<file path="config.mk">
export PLATFORM = sky130hd
export DESIGN_NAME = relative_strength_index
export DESIGN_NICKNAME = d
export VERILOG_FILES = /design/src/design/rsi_pkg.sv /design/src/design/rsi_ram.sv /design/src/design/rsi_div.sv /design/src/design/relative_strength_index.sv
export SDC_FILE = /design/constraint.sdc
export NUM_CORES = 2
export LEC_CHECK = 0
export ABC_AREA = 0
export BUFFER_PORTS_ARGS = -buffer_cell sky130_fd_sc_hd__buf_2
export CAP_MARGIN = 5
export CELL_PAD_IN_SITES_DETAIL_PLACEMENT = 0
export CELL_PAD_IN_SITES_GLOBAL_PLACEMENT = 1
export CORE_MARGIN = 5
export CORE_UTILIZATION = 40
export CTS_BUF_LIST = sky130_fd_sc_hd__clkbuf_4
export DETAILED_ROUTE_END_ITERATION = 8
export GPL_TIMING_DRIVEN = 0
export PLACE_DENSITY_LB_ADDON = 0.1
export SYNTH_ARGS = -nofsm -noshare
export SYNTH_HDL_FRONTEND = slang
export SYNTH_SLANG_ARGS = --single-unit
</file>
<file path="constraint.sdc">
create_clock -name clk -period 8.55 [get_ports clk]
set_input_delay 2.1375 -clock clk [delete_from_list [all_inputs] [get_ports clk]]
set_output_delay 2.1375 -clock clk [all_outputs]
set_load 0.05 [all_outputs]
</file>
<file path="src/design/rsi_pkg.sv">
// ============================================================================
// rsi_pkg
// Shared constants and types for the relative strength index block.
// ============================================================================
package rsi_pkg;

    // Default sizes for the top-level parameters
    localparam int MAX_PERIOD_DEF = 64;
    localparam int PRICE_BITS_DEF = 32;
    localparam int FRAC_BITS_DEF  = 16;

    // Configuration registers
    localparam int PERIOD_BITS    = 7;
    localparam int CFG_INDEX_BITS = 1;
    localparam int CFG_DATA_BITS  = 7;
    localparam int PERIOD_RESET   = 14;

    localparam logic [CFG_INDEX_BITS-1:0] REG_PERIOD = 1'b0;
    localparam logic [CFG_INDEX_BITS-1:0] REG_MODE   = 1'b1;

    // Averaging modes
    localparam logic MODE_SMOOTHED = 1'b0;
    localparam logic MODE_STANDARD = 1'b1;

    // Result fields
    localparam int RSI_BITS    = 23;
    localparam int STATUS_BITS = 2;
    localparam int MDATA_BITS  = 24;

    typedef logic [STATUS_BITS-1:0] status_t;

    localparam status_t STAT_WARMUP = 2'd0;
    localparam status_t STAT_VALID  = 2'd1;
    localparam status_t STAT_UNDEF  = 2'd2;

    // Full-scale RSI integer part and its width
    localparam int                    SCALE_BITS = 7;
    localparam logic [SCALE_BITS-1:0] RSI_SCALE  = 7'd100;

endpackage

</file>
<file path="src/design/rsi_ram.sv">
// ============================================================================
// rsi_ram
// Generic single-write, single-read RAM with a registered read port.
// ============================================================================
module rsi_ram #(
    parameter int WIDTH = 8,
    parameter int DEPTH = 16
) (
    input  logic                     clk,
    input  logic                     we,
    input  logic [$clog2(DEPTH)-1:0] waddr,
    input  logic [WIDTH-1:0]         wdata,
    input  logic                     re,
    input  logic [$clog2(DEPTH)-1:0] raddr,
    output logic [WIDTH-1:0]         rdata
);

    logic [WIDTH-1:0] mem [DEPTH];
    logic [WIDTH-1:0] rdata_reg;

    // Write port
    always_ff @(posedge clk)
    begin
        if (we)
        begin
            mem[waddr] <= wdata;
        end
    end

    // Registered read port
    always_ff @(posedge clk)
    begin
        if (re)
        begin
            rdata_reg <= mem[raddr];
        end
    end

    assign rdata = rdata_reg;

endmodule

</file>
<file path="src/design/rsi_div.sv">
// ============================================================================
// rsi_div
// Restoring divider, one quotient bit per cycle. The caller preloads the
// partial remainder (must be below the divisor) and the dividend bits still
// to shift in, MSB aligned, plus the number of steps to run.
// ============================================================================
module rsi_div #(
    parameter int DW = 49,
    parameter int QW = 48
) (
    input  logic                     clk,
    input  logic                     rst_n,
    input  logic                     start,
    input  logic [DW-1:0]            rem_init,
    input  logic [QW-1:0]            dividend,
    input  logic [$clog2(QW+1)-1:0]  count,
    input  logic [DW-1:0]            divisor,
    output logic                     done,
    output logic [QW-1:0]            quot
);

    localparam int CW = $clog2(QW + 1);

    logic          busy_reg;
    logic          done_reg;
    logic [CW-1:0] cnt_reg;
    logic [DW-1:0] rem_reg;
    logic [QW-1:0] bits_reg;
    logic [DW-1:0] div_reg;
    logic [QW-1:0] q_reg;

    logic [DW:0]   trial;
    logic [DW:0]   trial_sub;
    logic          trial_ge;

    // One restoring step: bring down the next bit, subtract if it fits
    assign trial     = {rem_reg, bits_reg[QW-1]};
    assign trial_ge  = trial >= {1'b0, div_reg};
    assign trial_sub = trial - {1'b0, div_reg};

    // Step control
    always_ff @(posedge clk or negedge rst_n)
    begin
        if (!rst_n)
        begin
            busy_reg <= 1'b0;
            done_reg <= 1'b0;
            cnt_reg  <= '0;
        end
        else
        begin
            done_reg <= 1'b0;
            if (start)
            begin
                busy_reg <= 1'b1;
                cnt_reg  <= count;
            end
            else if (busy_reg)
            begin
                cnt_reg <= cnt_reg - 1'b1;
                if (cnt_reg == CW'(1))
                begin
                    busy_reg <= 1'b0;
                    done_reg <= 1'b1;
                end
            end
        end
    end

    // Datapath
    always_ff @(posedge clk)
    begin
        if (start)
        begin
            rem_reg  <= rem_init;
            bits_reg <= dividend;
            div_reg  <= divisor;
            q_reg    <= '0;
        end
        else if (busy_reg)
        begin
            rem_reg  <= trial_ge ? trial_sub[DW-1:0] : trial[DW-1:0];
            bits_reg <= {bits_reg[QW-2:0], 1'b0};
            q_reg    <= {q_reg[QW-2:0], trial_ge};
        end
    end

    assign done = done_reg;
    assign quot = q_reg;

endmodule

</file>
<file path="src/design/relative_strength_index.sv">
// ============================================================================
// relative_strength_index
// Wilder relative strength index over a stream of prices, smoothed or
// simple-window averaging, one result transaction per price transaction.
// ============================================================================
//
//  channel  | direction | signals                          | contents
//  ---------+-----------+----------------------------------+--------------------
//  s_*      | in        | s_tvalid s_tready s_tdata s_tuser| price, series_start
//  m_*      | out       | m_tvalid m_tready m_tdata m_tuser| rsi_value, status
//  cfg_*    | in        | cfg_we cfg_index cfg_data        | period, mode
//
//  One price is in flight at a time; s_tready is high only when idle.
//  A series start or warm-up price goes straight to the output state. A
//  smoothed update runs on the one-bit-per-cycle divider, which is shared
//  by both average updates and the ratio. Window averaging first reads back
//  and sums the stored moves of the period. The result waits in its register
//  until m_tready; rst_n clears the control and series state only.
// ============================================================================
module relative_strength_index #(
    parameter int MAX_PERIOD = rsi_pkg::MAX_PERIOD_DEF,
    parameter int PRICE_BITS = rsi_pkg::PRICE_BITS_DEF,
    parameter int FRAC_BITS  = rsi_pkg::FRAC_BITS_DEF
) (
    input  logic                                   clk,
    input  logic                                   rst_n,
    // input stream
    input  logic                                   s_tvalid,
    output logic                                   s_tready,
    input  logic [((PRICE_BITS+7)/8)*8-1:0]        s_tdata,   // price
    input  logic                                   s_tuser,   // series_start
    // output stream
    output logic                                   m_tvalid,
    input  logic                                   m_tready,
    output logic [rsi_pkg::MDATA_BITS-1:0]         m_tdata,   // rsi_value
    output logic [rsi_pkg::STATUS_BITS-1:0]        m_tuser,   // status
    // configuration
    input  logic                                   cfg_we,
    input  logic [rsi_pkg::CFG_INDEX_BITS-1:0]     cfg_index,
    input  logic [rsi_pkg::CFG_DATA_BITS-1:0]      cfg_data
);

    localparam int PB   = rsi_pkg::PERIOD_BITS;
    localparam int SB   = rsi_pkg::SCALE_BITS;
    localparam int AW   = PRICE_BITS + FRAC_BITS;   // averages
    localparam int NW   = AW + PB;                  // dividends and products
    localparam int DW   = AW + 1;                   // divisor / remainder
    localparam int SUMW = PRICE_BITS + PB;          // window sums
    localparam int MSW  = $clog2(MAX_PERIOD + 1);
    localparam int SLW  = $clog2(MAX_PERIOD);
    localparam int CW   = $clog2(AW + 1);
    localparam int CMPW = (MSW > PB) ? MSW : PB;

    // Sequencer states
    localparam logic [2:0] S_IDLE = 3'd0;
    localparam logic [2:0] S_MUL  = 3'd1;
    localparam logic [2:0] S_DIVP = 3'd2;
    localparam logic [2:0] S_WAIT = 3'd3;
    localparam logic [2:0] S_SUM  = 3'd4;
    localparam logic [2:0] S_RMUL = 3'd5;
    localparam logic [2:0] S_RDIV = 3'd6;
    localparam logic [2:0] S_OUT  = 3'd7;

    logic [2:0]             state_reg, state_next;

    logic [PB-1:0]          period_reg;
    logic                   mode_reg;
    logic [PRICE_BITS-1:0]  last_price_reg;
    logic [MSW-1:0]         moves_reg;
    logic [AW-1:0]          gavg_reg;
    logic [AW-1:0]          lavg_reg;
    logic [SLW-1:0]         slot_reg;
    logic [PB-1:0]          p_reg;
    logic                   smooth_reg;
    logic                   side_reg;
    logic                   ratio_reg;
    logic                   acc_vld_reg;
    logic [PB-1:0]          issue_reg;
    logic [SLW-1:0]         rd_ptr_reg;

    logic [PRICE_BITS-1:0]  mag_reg;
    logic                   loss_reg;
    logic [NW-1:0]          prod_reg;
    logic [DW-1:0]          tot_reg;
    logic [SUMW-1:0]        gsum_reg;
    logic [SUMW-1:0]        lsum_reg;
    logic [rsi_pkg::RSI_BITS-1:0] rsi_reg;
    rsi_pkg::status_t       status_reg;

    logic                   in_acc;
    logic [PRICE_BITS-1:0]  price_in;
    logic                   rise;
    logic                   lossf;
    logic [PRICE_BITS-1:0]  diff;
    logic [MSW-1:0]         moves_next;
    logic [SLW-1:0]         slot_next;
    logic [PB-1:0]          eff_p;
    logic                   smooth_go;
    logic                   window_go;

    logic [AW-1:0]          cur_avg;
    logic [PRICE_BITS-1:0]  cur_move;
    logic [NW-1:0]          smooth_num;
    logic [NW-1:0]          win_num;
    logic [NW-1:0]          num;
    logic [AW-1:0]          mul_a;
    logic [PB-1:0]          mul_k;
    logic [NW-1:0]          mul_p;

    logic                   div_start;
    logic [DW-1:0]          div_rem;
    logic [AW-1:0]          div_bits;
    logic [CW-1:0]          div_cnt;
    logic [DW-1:0]          div_dvs;
    logic                   div_done;
    logic [AW-1:0]          div_q;

    logic                   rd_en;
    logic [PRICE_BITS:0]    rd_data;

    // ------------------------------------------------------------------
    // Input decode
    // ------------------------------------------------------------------
    assign s_tready = (state_reg == S_IDLE);
    assign in_acc   = s_tvalid && s_tready;
    assign price_in = s_tdata[PRICE_BITS-1:0];

    assign rise  = price_in > last_price_reg;
    assign lossf = price_in < last_price_reg;
    assign diff  = rise ? (price_in - last_price_reg) : (last_price_reg - price_in);

    assign moves_next = (moves_reg < MSW'(MAX_PERIOD)) ? (moves_reg + 1'b1) : moves_reg;
    assign slot_next  = (slot_reg == SLW'(MAX_PERIOD - 1)) ? '0 : (slot_reg + 1'b1);

    // Effective period: zero acts as one, clamp to the window size
    always_comb
    begin
        if (period_reg == '0)
        begin
            eff_p = PB'(1);
        end
        else if (int'(period_reg) > MAX_PERIOD)
        begin
            eff_p = PB'(MAX_PERIOD);
        end
        else
        begin
            eff_p = period_reg;
        end
    end

    assign smooth_go = (CMPW'(moves_reg) >= CMPW'(eff_p)) && (mode_reg == rsi_pkg::MODE_SMOOTHED);
    assign window_go = CMPW'(moves_next) >= CMPW'(eff_p);

    // ------------------------------------------------------------------
    // Shared multiplier: avg*(p-1) for smoothing, gain*100 for the ratio
    // ------------------------------------------------------------------
    assign cur_avg  = side_reg ? lavg_reg : gavg_reg;
    assign cur_move = (side_reg == loss_reg) ? mag_reg : '0;
    assign mul_a    = (state_reg == S_RMUL) ? gavg_reg : cur_avg;
    assign mul_k    = (state_reg == S_RMUL) ? PB'(rsi_pkg::RSI_SCALE) : (p_reg - 1'b1);
    assign mul_p    = {{PB{1'b0}}, mul_a} * {{AW{1'b0}}, mul_k};

    // ------------------------------------------------------------------
    // Divider operand selection
    // ------------------------------------------------------------------
    assign smooth_num = prod_reg + NW'({cur_move, {FRAC_BITS{1'b0}}});
    assign win_num    = {(side_reg ? lsum_reg : gsum_reg), {FRAC_BITS{1'b0}}};
    assign num        = smooth_reg ? smooth_num : win_num;

    always_comb
    begin
        if (state_reg == S_RDIV)
        begin
            // Integer part is below 128, so the top bits start as remainder
            div_start = (tot_reg != '0);
            div_rem   = DW'(prod_reg[NW-1:SB]);
            div_bits  = {prod_reg[SB-1:0], {(AW-SB){1'b0}}};
            div_cnt   = CW'(SB + FRAC_BITS);
            div_dvs   = tot_reg;
        end
        else
        begin
            // Quotient fits the average width, so the top bits start as remainder
            div_start = (state_reg == S_DIVP);
            div_rem   = DW'(num[NW-1:AW]);
            div_bits  = num[AW-1:0];
            div_cnt   = CW'(AW);
            div_dvs   = DW'(p_reg);
        end
    end

    rsi_div #(
        .DW (DW),
        .QW (AW)
    ) u_div (
        .clk      (clk),
        .rst_n    (rst_n),
        .start    (div_start),
        .rem_init (div_rem),
        .dividend (div_bits),
        .count    (div_cnt),
        .divisor  (div_dvs),
        .done     (div_done),
        .quot     (div_q)
    );

    // ------------------------------------------------------------------
    // Move window: newest move written on accept, read back newest first
    // ------------------------------------------------------------------
    assign rd_en = (state_reg == S_SUM) && (issue_reg != p_reg);

    rsi_ram #(
        .WIDTH (PRICE_BITS + 1),
        .DEPTH (MAX_PERIOD)
    ) u_window (
        .clk   (clk),
        .we    (in_acc && !s_tuser),
        .waddr (slot_reg),
        .wdata ({lossf, diff}),
        .re    (rd_en),
        .raddr (rd_ptr_reg),
        .rdata (rd_data)
    );

    // ------------------------------------------------------------------
    // Sequencer
    // ------------------------------------------------------------------
    always_comb
    begin
        state_next = state_reg;
        case (state_reg)
            S_IDLE:
            begin
                if (in_acc)
                begin
                    if (s_tuser)
                    begin
                        state_next = S_OUT;
                    end
                    else if (smooth_go)
                    begin
                        state_next = S_MUL;
                    end
                    else if (window_go)
                    begin
                        state_next = S_SUM;
                    end
                    else
                    begin
                        state_next = S_OUT;
                    end
                end
            end
            S_MUL:  state_next = S_DIVP;
            S_DIVP: state_next = S_WAIT;
            S_SUM:
            begin
                if ((issue_reg == p_reg) && !acc_vld_reg)
                begin
                    state_next = S_DIVP;
                end
            end
            S_WAIT:
            begin
                if (div_done)
                begin
                    if (ratio_reg)
                    begin
                        state_next = S_OUT;
                    end
                    else if (!side_reg)
                    begin
                        state_next = smooth_reg ? S_MUL : S_DIVP;
                    end
                    else
                    begin
                        state_next = S_RMUL;
                    end
                end
            end
            S_RMUL: state_next = S_RDIV;
            S_RDIV: state_next = (tot_reg == '0) ? S_OUT : S_WAIT;
            S_OUT:
            begin
                if (m_tready)
                begin
                    state_next = S_IDLE;
                end
            end
            default: state_next = S_IDLE;
        endcase
    end

    // Control and series state
    always_ff @(posedge clk or negedge rst_n)
    begin
        if (!rst_n)
        begin
            state_reg      <= S_IDLE;
            period_reg     <= PB'(rsi_pkg::PERIOD_RESET);
            mode_reg       <= rsi_pkg::MODE_SMOOTHED;
            last_price_reg <= '0;
            moves_reg      <= '0;
            gavg_reg       <= '0;
            lavg_reg       <= '0;
            slot_reg       <= '0;
            p_reg          <= PB'(1);
            smooth_reg     <= 1'b0;
            side_reg       <= 1'b0;
            ratio_reg      <= 1'b0;
            acc_vld_reg    <= 1'b0;
            issue_reg      <= '0;
            rd_ptr_reg     <= '0;
        end
        else
        begin
            state_reg   <= state_next;
            acc_vld_reg <= rd_en;

            // Configuration writes
            if (cfg_we)
            begin
                case (cfg_index)
                    rsi_pkg::REG_PERIOD: period_reg <= cfg_data[PB-1:0];
                    rsi_pkg::REG_MODE:   mode_reg   <= cfg_data[0];
                    default:             mode_reg   <= mode_reg;
                endcase
            end

            // New price transaction
            if (in_acc)
            begin
                last_price_reg <= price_in;
                if (s_tuser)
                begin
                    moves_reg <= '0;
                    gavg_reg  <= '0;
                    lavg_reg  <= '0;
                    slot_reg  <= '0;
                end
                else
                begin
                    moves_reg  <= moves_next;
                    slot_reg   <= slot_next;
                    p_reg      <= eff_p;
                    smooth_reg <= smooth_go;
                    side_reg   <= 1'b0;
                    ratio_reg  <= 1'b0;
                    issue_reg  <= '0;
                    rd_ptr_reg <= slot_reg;
                end
            end

            // Window read address walks backward from the newest move
            if (rd_en)
            begin
                issue_reg  <= issue_reg + 1'b1;
                rd_ptr_reg <= (rd_ptr_reg == '0) ? SLW'(MAX_PERIOD - 1) : (rd_ptr_reg - 1'b1);
            end

            if (state_reg == S_DIVP && state_next == S_WAIT && !smooth_reg && !side_reg)
            begin
                side_reg <= 1'b0;
            end

            if (state_reg == S_RDIV)
            begin
                ratio_reg <= 1'b1;
            end

            // Average update results
            if (state_reg == S_WAIT && div_done && !ratio_reg)
            begin
                if (side_reg)
                begin
                    lavg_reg <= div_q;
                end
                else
                begin
                    gavg_reg <= div_q;
                    side_reg <= 1'b1;
                end
            end
        end
    end

    // Datapath registers
    always_ff @(posedge clk)
    begin
        if (in_acc)
        begin
            mag_reg    <= diff;
            loss_reg   <= lossf;
            gsum_reg   <= '0;
            lsum_reg   <= '0;
            rsi_reg    <= '0;
            status_reg <= rsi_pkg::STAT_WARMUP;
        end

        if (acc_vld_reg)
        begin
            if (rd_data[PRICE_BITS])
            begin
                lsum_reg <= lsum_reg + SUMW'(rd_data[PRICE_BITS-1:0]);
            end
            else
            begin
                gsum_reg <= gsum_reg + SUMW'(rd_data[PRICE_BITS-1:0]);
            end
        end

        if (state_reg == S_MUL || state_reg == S_RMUL)
        begin
            prod_reg <= mul_p;
        end

        if (state_reg == S_RMUL)
        begin
            tot_reg <= DW'(gavg_reg) + DW'(lavg_reg);
        end

        if (state_reg == S_RDIV && tot_reg == '0)
        begin
            status_reg <= rsi_pkg::STAT_UNDEF;
        end

        if (state_reg == S_WAIT && div_done && ratio_reg)
        begin
            rsi_reg    <= rsi_pkg::RSI_BITS'(div_q);
            status_reg <= rsi_pkg::STAT_VALID;
        end
    end

    // Output stream
    assign m_tvalid = (state_reg == S_OUT);
    assign m_tdata  = rsi_pkg::MDATA_BITS'(rsi_reg);
    assign m_tuser  = status_reg;

endmodule

</file>
Yosys cells after proc, flatten, opt, wreduce, memory -nomap -nowiden --
Memory sizes are Yosys's and may differ from the RTL's. A register that Yosys moved wholly into a read port is not among the register bits. Cells that the tools add are included.
Cells by class: add/subtract/negate cells 13, multipliers 1, magnitude comparators 7, eq/ne operators 15, mux-type cells 78, bitwise logic cells 3, reductions and logical operators 33
Operator list (number):
- 2-to-1 mux 48 bit | 14
- 2-to-1 mux 39 bit | 7
- 2-to-1 mux 49 bit | 3
- adder 39 x 32 -> 39 bit | 2
- 2-to-1 mux 32 bit | 2
- subtractor 32 bit | 2
- 2-to-1 mux 7 bit | 9
- adder 55 x 48 -> 55 bit | 1
- multiplier 48 x 7 -> 55 bit | 1
- 2-to-1 mux 55 bit | 1
- 2-to-1 mux 6 bit | 9
- greater-or-equal comparator 50 x 49 -> 1 bit | 1
- adder 48 x 48 -> 49 bit | 1
- logical NOT 49 bit | 1
- nonzero test 49 bit | 1
- subtractor 49 bit | 1
- 2-to-1 mux 23 bit | 2
- > comparator 32 bit | 1
- < comparator 32 bit | 1
- 2-to-1 mux 3 bit | 9
- one-hot mux 3 bit (8 select lines) | 1
- 2-to-1 mux 1 bit | 17
- adder 7 x 1 -> 7 bit (second input constant) | 2
- greater-or-equal comparator 7 bit | 2
- 24 further kinds | 59
Storage, ports and cells: register bits 618, RAM bits 2112, input port bits 46, output and inout bits 28, logic and storage cells 182, memories kept 1
Memories:
- u_window.mem | depth 64, width 33, rd ports 1, clocked after memory_dff 1, write ports 1, line rsi_ram.sv:18 | logic [WIDTH-1:0] mem [DEPTH];

Depth between registers and ports, before layout --
depth after elaboration 16, mapped depth 30, mapped depth without buffers 27

Hierarchy --
Synthesis repeated with hierarchy kept, for this count alone.
Unflattened totals: cells, all modules 9063, area, all modules 131531.1 um2
Modules (own cells, without submodules):
- rsi_ram | instances 1, cells an instance 3598, area each 81523.2 um2, sequential area each 64411.8 um2
- relative_strength_index | instances 1, cells an instance 4418, area each 38888.5 um2, sequential area each 10815.4 um2
- rsi_div | instances 1, cells an instance 1047, area each 11119.4 um2, sequential area each 5545.3 um2

Least setup slack after synthesis --
OpenSTA, ideal clock, no wires.
path type reg2reg, start point register state_reg[1], end point register prod_reg[50] (data pin), setup time 265 ps, data arrival time 6779 ps, required time 8285 ps, setup slack 1506 ps, stages on the path, launching flop included 25, path buffers 2, clock period less this slack 7044 ps, path through dfrtp_1 > buf_2 > nor2b_1 > nand2_1 > inv_1 > or2_2 > clkbuf_1 > nor2_1 > fa_1 > fa_1 > fa_1 > inv_1 > fa_1 > inv_1 > ha_1 > o21a_1 > o21a_1 > o21a_1 > o211a_1 > a221oi_1 > a31oi_2 > a41o_1 > a31oi_1 > o21ai_1 > xor2_1
On the way: word-level cells in the longest chain between the ends 3, elaborated cells between the ends (all ways) 4, those cells by class 1 x mul; 1 x eq/ne; 2 x mux
Ends and longest elaborated chain:
- start, declared | line relative_strength_index.sv:64 | logic [2:0] state_reg, state_next;
- start signal, assigned | line relative_strength_index.sv:318 | state_reg <= state_next;
- equality test 3 bit (*) | line relative_strength_index.sv:160, relative_strength_index.sv:161
- 2-to-1 mux 48 bit / 2-to-1 mux 7 bit (equally long branches) | line relative_strength_index.sv:160, relative_strength_index.sv:161
- multiplier 48 x 7 -> 55 bit (*) | line relative_strength_index.sv:162 | assign mul_p = {{PB{1'b0}}, mul_a} * {{AW{1'b0}}, mul_k};
- via mul_p[50] | line relative_strength_index.sv:108 | logic [NW-1:0] mul_p;
- end signal, assigned | line relative_strength_index.sv:415 | prod_reg <= mul_p;
- end, declared | line relative_strength_index.sv:83 | logic [NW-1:0] prod_reg;
The timed path passes the listed nets; every way through them passes the cells marked *. A chain may end at the register's enable or synchronous reset.

Worst setup path after layout --
start point register state_reg[1], end point register prod_reg[53] (data pin)
Same word-level chain as after synthesis.

==> metrics.md <==
| Metric | Value |
|---|---|
| Leakage | `around 55 nW` |
| Chip width | `579.6 microns` |
| CP Class | `reg -> reg` |
| Reg2reg path depth | `25` |
| Syn_area_per_cell | `15.45 sq um` |
| CTS sink count | `2763` |
| Min-delay src | `m_tuser[1]` |
| Rows | `209` |
| # setup viols final | `0` |
| Minimum clock period | `8.191 ns` |
| Final slew viol count | `0` |
| CTS tree | `yes` |
| Setup Skew | `0.1897 ns` |
| DRT antenna net count | `0` |
| Area growth syn-to-layout | `15.12%` |
| Worst slew pin tran | `1.376 ns` |
| Detailed Routing Iterations Pass 1 | `6` |
| Largest register FFs | `2112` |
| Max_slew headroom | `between 8 and 9%` |
| FF-to-FF setup slack | `0.36 ns` |
| Vias post-DR | `approximately 80k` |
| Synth Area in Compound Gates | `7.084%` |
| Ys flop type | `edfxtp_1` |
| First-pass GRT wire length | `601900 microns` |
| Vias per std cell | `around 5.6` |
| Final Util | `46.15%` |
| RR Endpoint | `prod_reg[53]` |
| Peak VDD IR | `0.1419 mV` |
| Worst min-delay path endpoint | `m_tuser[1]` |
| Setup TNS | `0 ns` |
| # DRC | `0` |
| RR Startpoint | `state_reg[1]` |
| Main combinational cell family by area after synthesis | `multiplexers` |
| Max Cap Viol | `0` |
| Post-synthesis mux area share | `a little over an eighth` |
| Max frequency | `~120 MHz` |
| Largest net degree at the start of global routing | `87` |
| Crit-path max cell delay | `0.96 ns` |
| Worst Hold Depth | `1` |
| DP HPWL | `306900 microns` |
| Crit-path max FO | `10` |
| Crit path launch | `state_reg[1]` |
| Filler cell count | `about 29k` |
| Period utilisation layout | `95.80%` |
| CTS Buffer Depth | `4` |
| Final hold violation count | `0` |
| Worst skew pair latency | `roughly 1.7 ns` |
| Yosys cell types | `roughly 100` |
| I/O pin cnt | `74` |
| DR WL/cell | `29.63 microns` |
| Mapped Cells | `8398` |
| Nets | `10.01k` |
| Hold Crit Class | `reg -> reg` |
| GPL Wtd Cong | `0.8803` |
| PortBufs | `72` |
| XOR/XNOR share of the synthesized area | `around 1.8%` |
| # Post-CTS Setup Buffers | `0` |
| Slowest CP cell | `mux2i_1` |
| Total CTS buffers | `726` |
| Worst setup SP type | `register` |
| Die H | `579.6 microns` |
| PwrDens | `183.4 nW/um^2` |
| Vias in the first global route | `82.49k` |
| Die area | `335900 sq um` |
| Post-Syn Area | `129800 sq um` |
| EDFF count, synth | `2451` |
| DR iter-0 viols | `7016` |
| Register area share after synthesis | `62.24%` |
| Global-route usage over all layers | `24.99%` |
| Routed wire length | `421500 microns` |
| Asr flop ratio synth | `6.659%` |
| Initial antenna violation count | `33` |
| Status | `completed` |
| Clk pin slew, worst setup/hold paths | `about 0.080 ns` |
| Simple-Gate Fraction of Synth Area | `5.807%` |
| Initial Utilization | `40.09%` |
| Post-Synth Adder-Cell Area | `7.025%` |
| Synth warn | `0` |
| Kind of end point of the critical path | `register` |
| Share of cells above drive strength 1 | `around a quarter` |
| Clock Tree Root | `clkbuf_4` |
| Number of synthesized register bits | `2763` |
| Post-Syn Nets | `9031` |
| Core area | `between 300000 and 400000 sq um` |
| GR Overflow Total | `0` |
| CP Data Required Time | `9.87 ns` |
| CP arrival | `9.51 ns` |
| CTS H-tree depth | `6` |
-- critical path: cells and delay by family, from the launching register on --
| kind | cells | cell delay [ns] |
|---|---|---|
| compound gates | 4 | 1.10 |
| simple gates | 7 | 1.72 |
| buf+inv | 7 | 1.19 |
| fa+ha+maj | 5 | 2.24 |
| flops | 1 | 0.36 |
| mux | 1 | 0.96 |
| xor+xnor | 1 | 0.32 |
-- worst max-delay path by stage --
stage / endpoint / cells past startpoint
finish: prod_reg[53] / 25
global route: prod_reg[50] / 24
CTS: prod_reg[50] / 24
floorplan: prod_reg[50] / 24
detailed placement: prod_reg[47] / 24
global placement: u_window.mem[58][25] / 16
-- cell usage after synthesis (all sizes together), types with 60 or more instances --
library cell,number,share of area [%]
o21ai,367,1.4
ha,351,3.4
dfrtp,180,3.5
fa,236,3.6
edfxtp,2451,57
nand2b,75,0.36
and2,83,0.40
and3,74,0.36
nor2b,60,0.29
xor2,104,0.70
mux2i,167,1.3
nor2,551,1.6
a21o,160,0.93
clkbuf,285,0.82
nand2,442,1.3
a22o,126,0.85
buf,129,0.45
dfxtp,128,2.0
xnor2,162,1.1
nand3,139,0.54
nand4,65,0.31
inv,439,1.3
a21oi,376,1.5
mux4,681,12
-- cells by family (layout without fill, tap and decap cells) --
kind of cell    Yosys count  count (layout)
compound gates         1405            1405
xor+xnor                266             266
fa+ha+maj               587             587
buf+inv                 855            2344
flops                  2763            2763
mux                     893             893
other cells               1              13
simple gates           1628            1628
-- cell usage in the layout (no fill, tap or decap), types with 29 or more instances in the layout --
cell type	instances
ha_1	351
inv_1	433
clkbuf_4	1086
o21bai_1	46
mux4_2	681
nand4_1	65
o21ai_1	29
and3_1	74
xor2_1	94
a31oi_1	49
fa_1	236
nand3_1	139
buf_12	88
edfxtp_1	2451
mux2i_1	134
buf_2	125
a22o_1	126
a21o_1	160
a211oi_1	35
buf_1	68
nor2_4	65
and2_1	83
nor3_1	47
a21oi_1	373
nand2_1	441
dfxtp_1	128
nor2_1	486
mux2_2	45
clkbuf_1	267
xnor2_1	142
clkinv_1	93
o21a_1	42
buf_8	58
o21ai_0	337
dfrtp_1	180
nand2b_1	74
nor2b_1	60
-- where the power goes --
part / total [mW] / switching (mW) / internal, mW
sequential: 14.9 / 0.00749 / 14.9
combinational: 0.872 / 0.623 / 0.249
clock: 11.7 / 5.61 / 6.04
total: 27.4 / 6.24 / 21.2
-- through the flow --
step           area [sq um]  std cells  hold slack, ns  setup slack [ns]  total power, mW
2_1_floorplan        129800       8398          0.4317             1.506            15.48
3_3_place_gp         135500      12800          0.4368            -3.967            15.90
3_5_place_dp         139600      12970          0.4355           -0.8107            16.05
4_1_cts              149100      14210          0.2608           0.01050            27.77
5_1_grt              149400      14220          0.3723          -0.02180            28.53
6_report             149400      14220          0.4508            0.3594            27.41
-- what timing repair did --
action	4_1_cts	5_1_grt
gates resized for setup	50	43
pin swaps	0	2
setup endpoints to repair	25	12
hold buffers	0	0
-- area by class of cell --
type	count	area (sq um)	area share (%)
well taps	4325	5411	3.622
inverters	441	1658	1.110
diodes	12	30.03	0.02010
clock inverters	159	1119	0.7487
clock buffers	1083	8130	5.442
repair buffers	249	3674	2.459
multi-input cells	4780	46930	31.41
plain buffers	412	1678	1.123
flip-flops and latches	2763	80770	54.07
-- routing by layer --
metal | up-vias | track usage, % | wire, microns
met5 | - | 0 | 124
met4 | 16 | 9.079 | 15390
met3 | 612 | 3.694 | 22360
met2 | 2613 | 42.74 | 211400
met1 | 41580 | 32.51 | 172200
li1 | 34810 | - | -
Power figures use the tool's default switching activity.
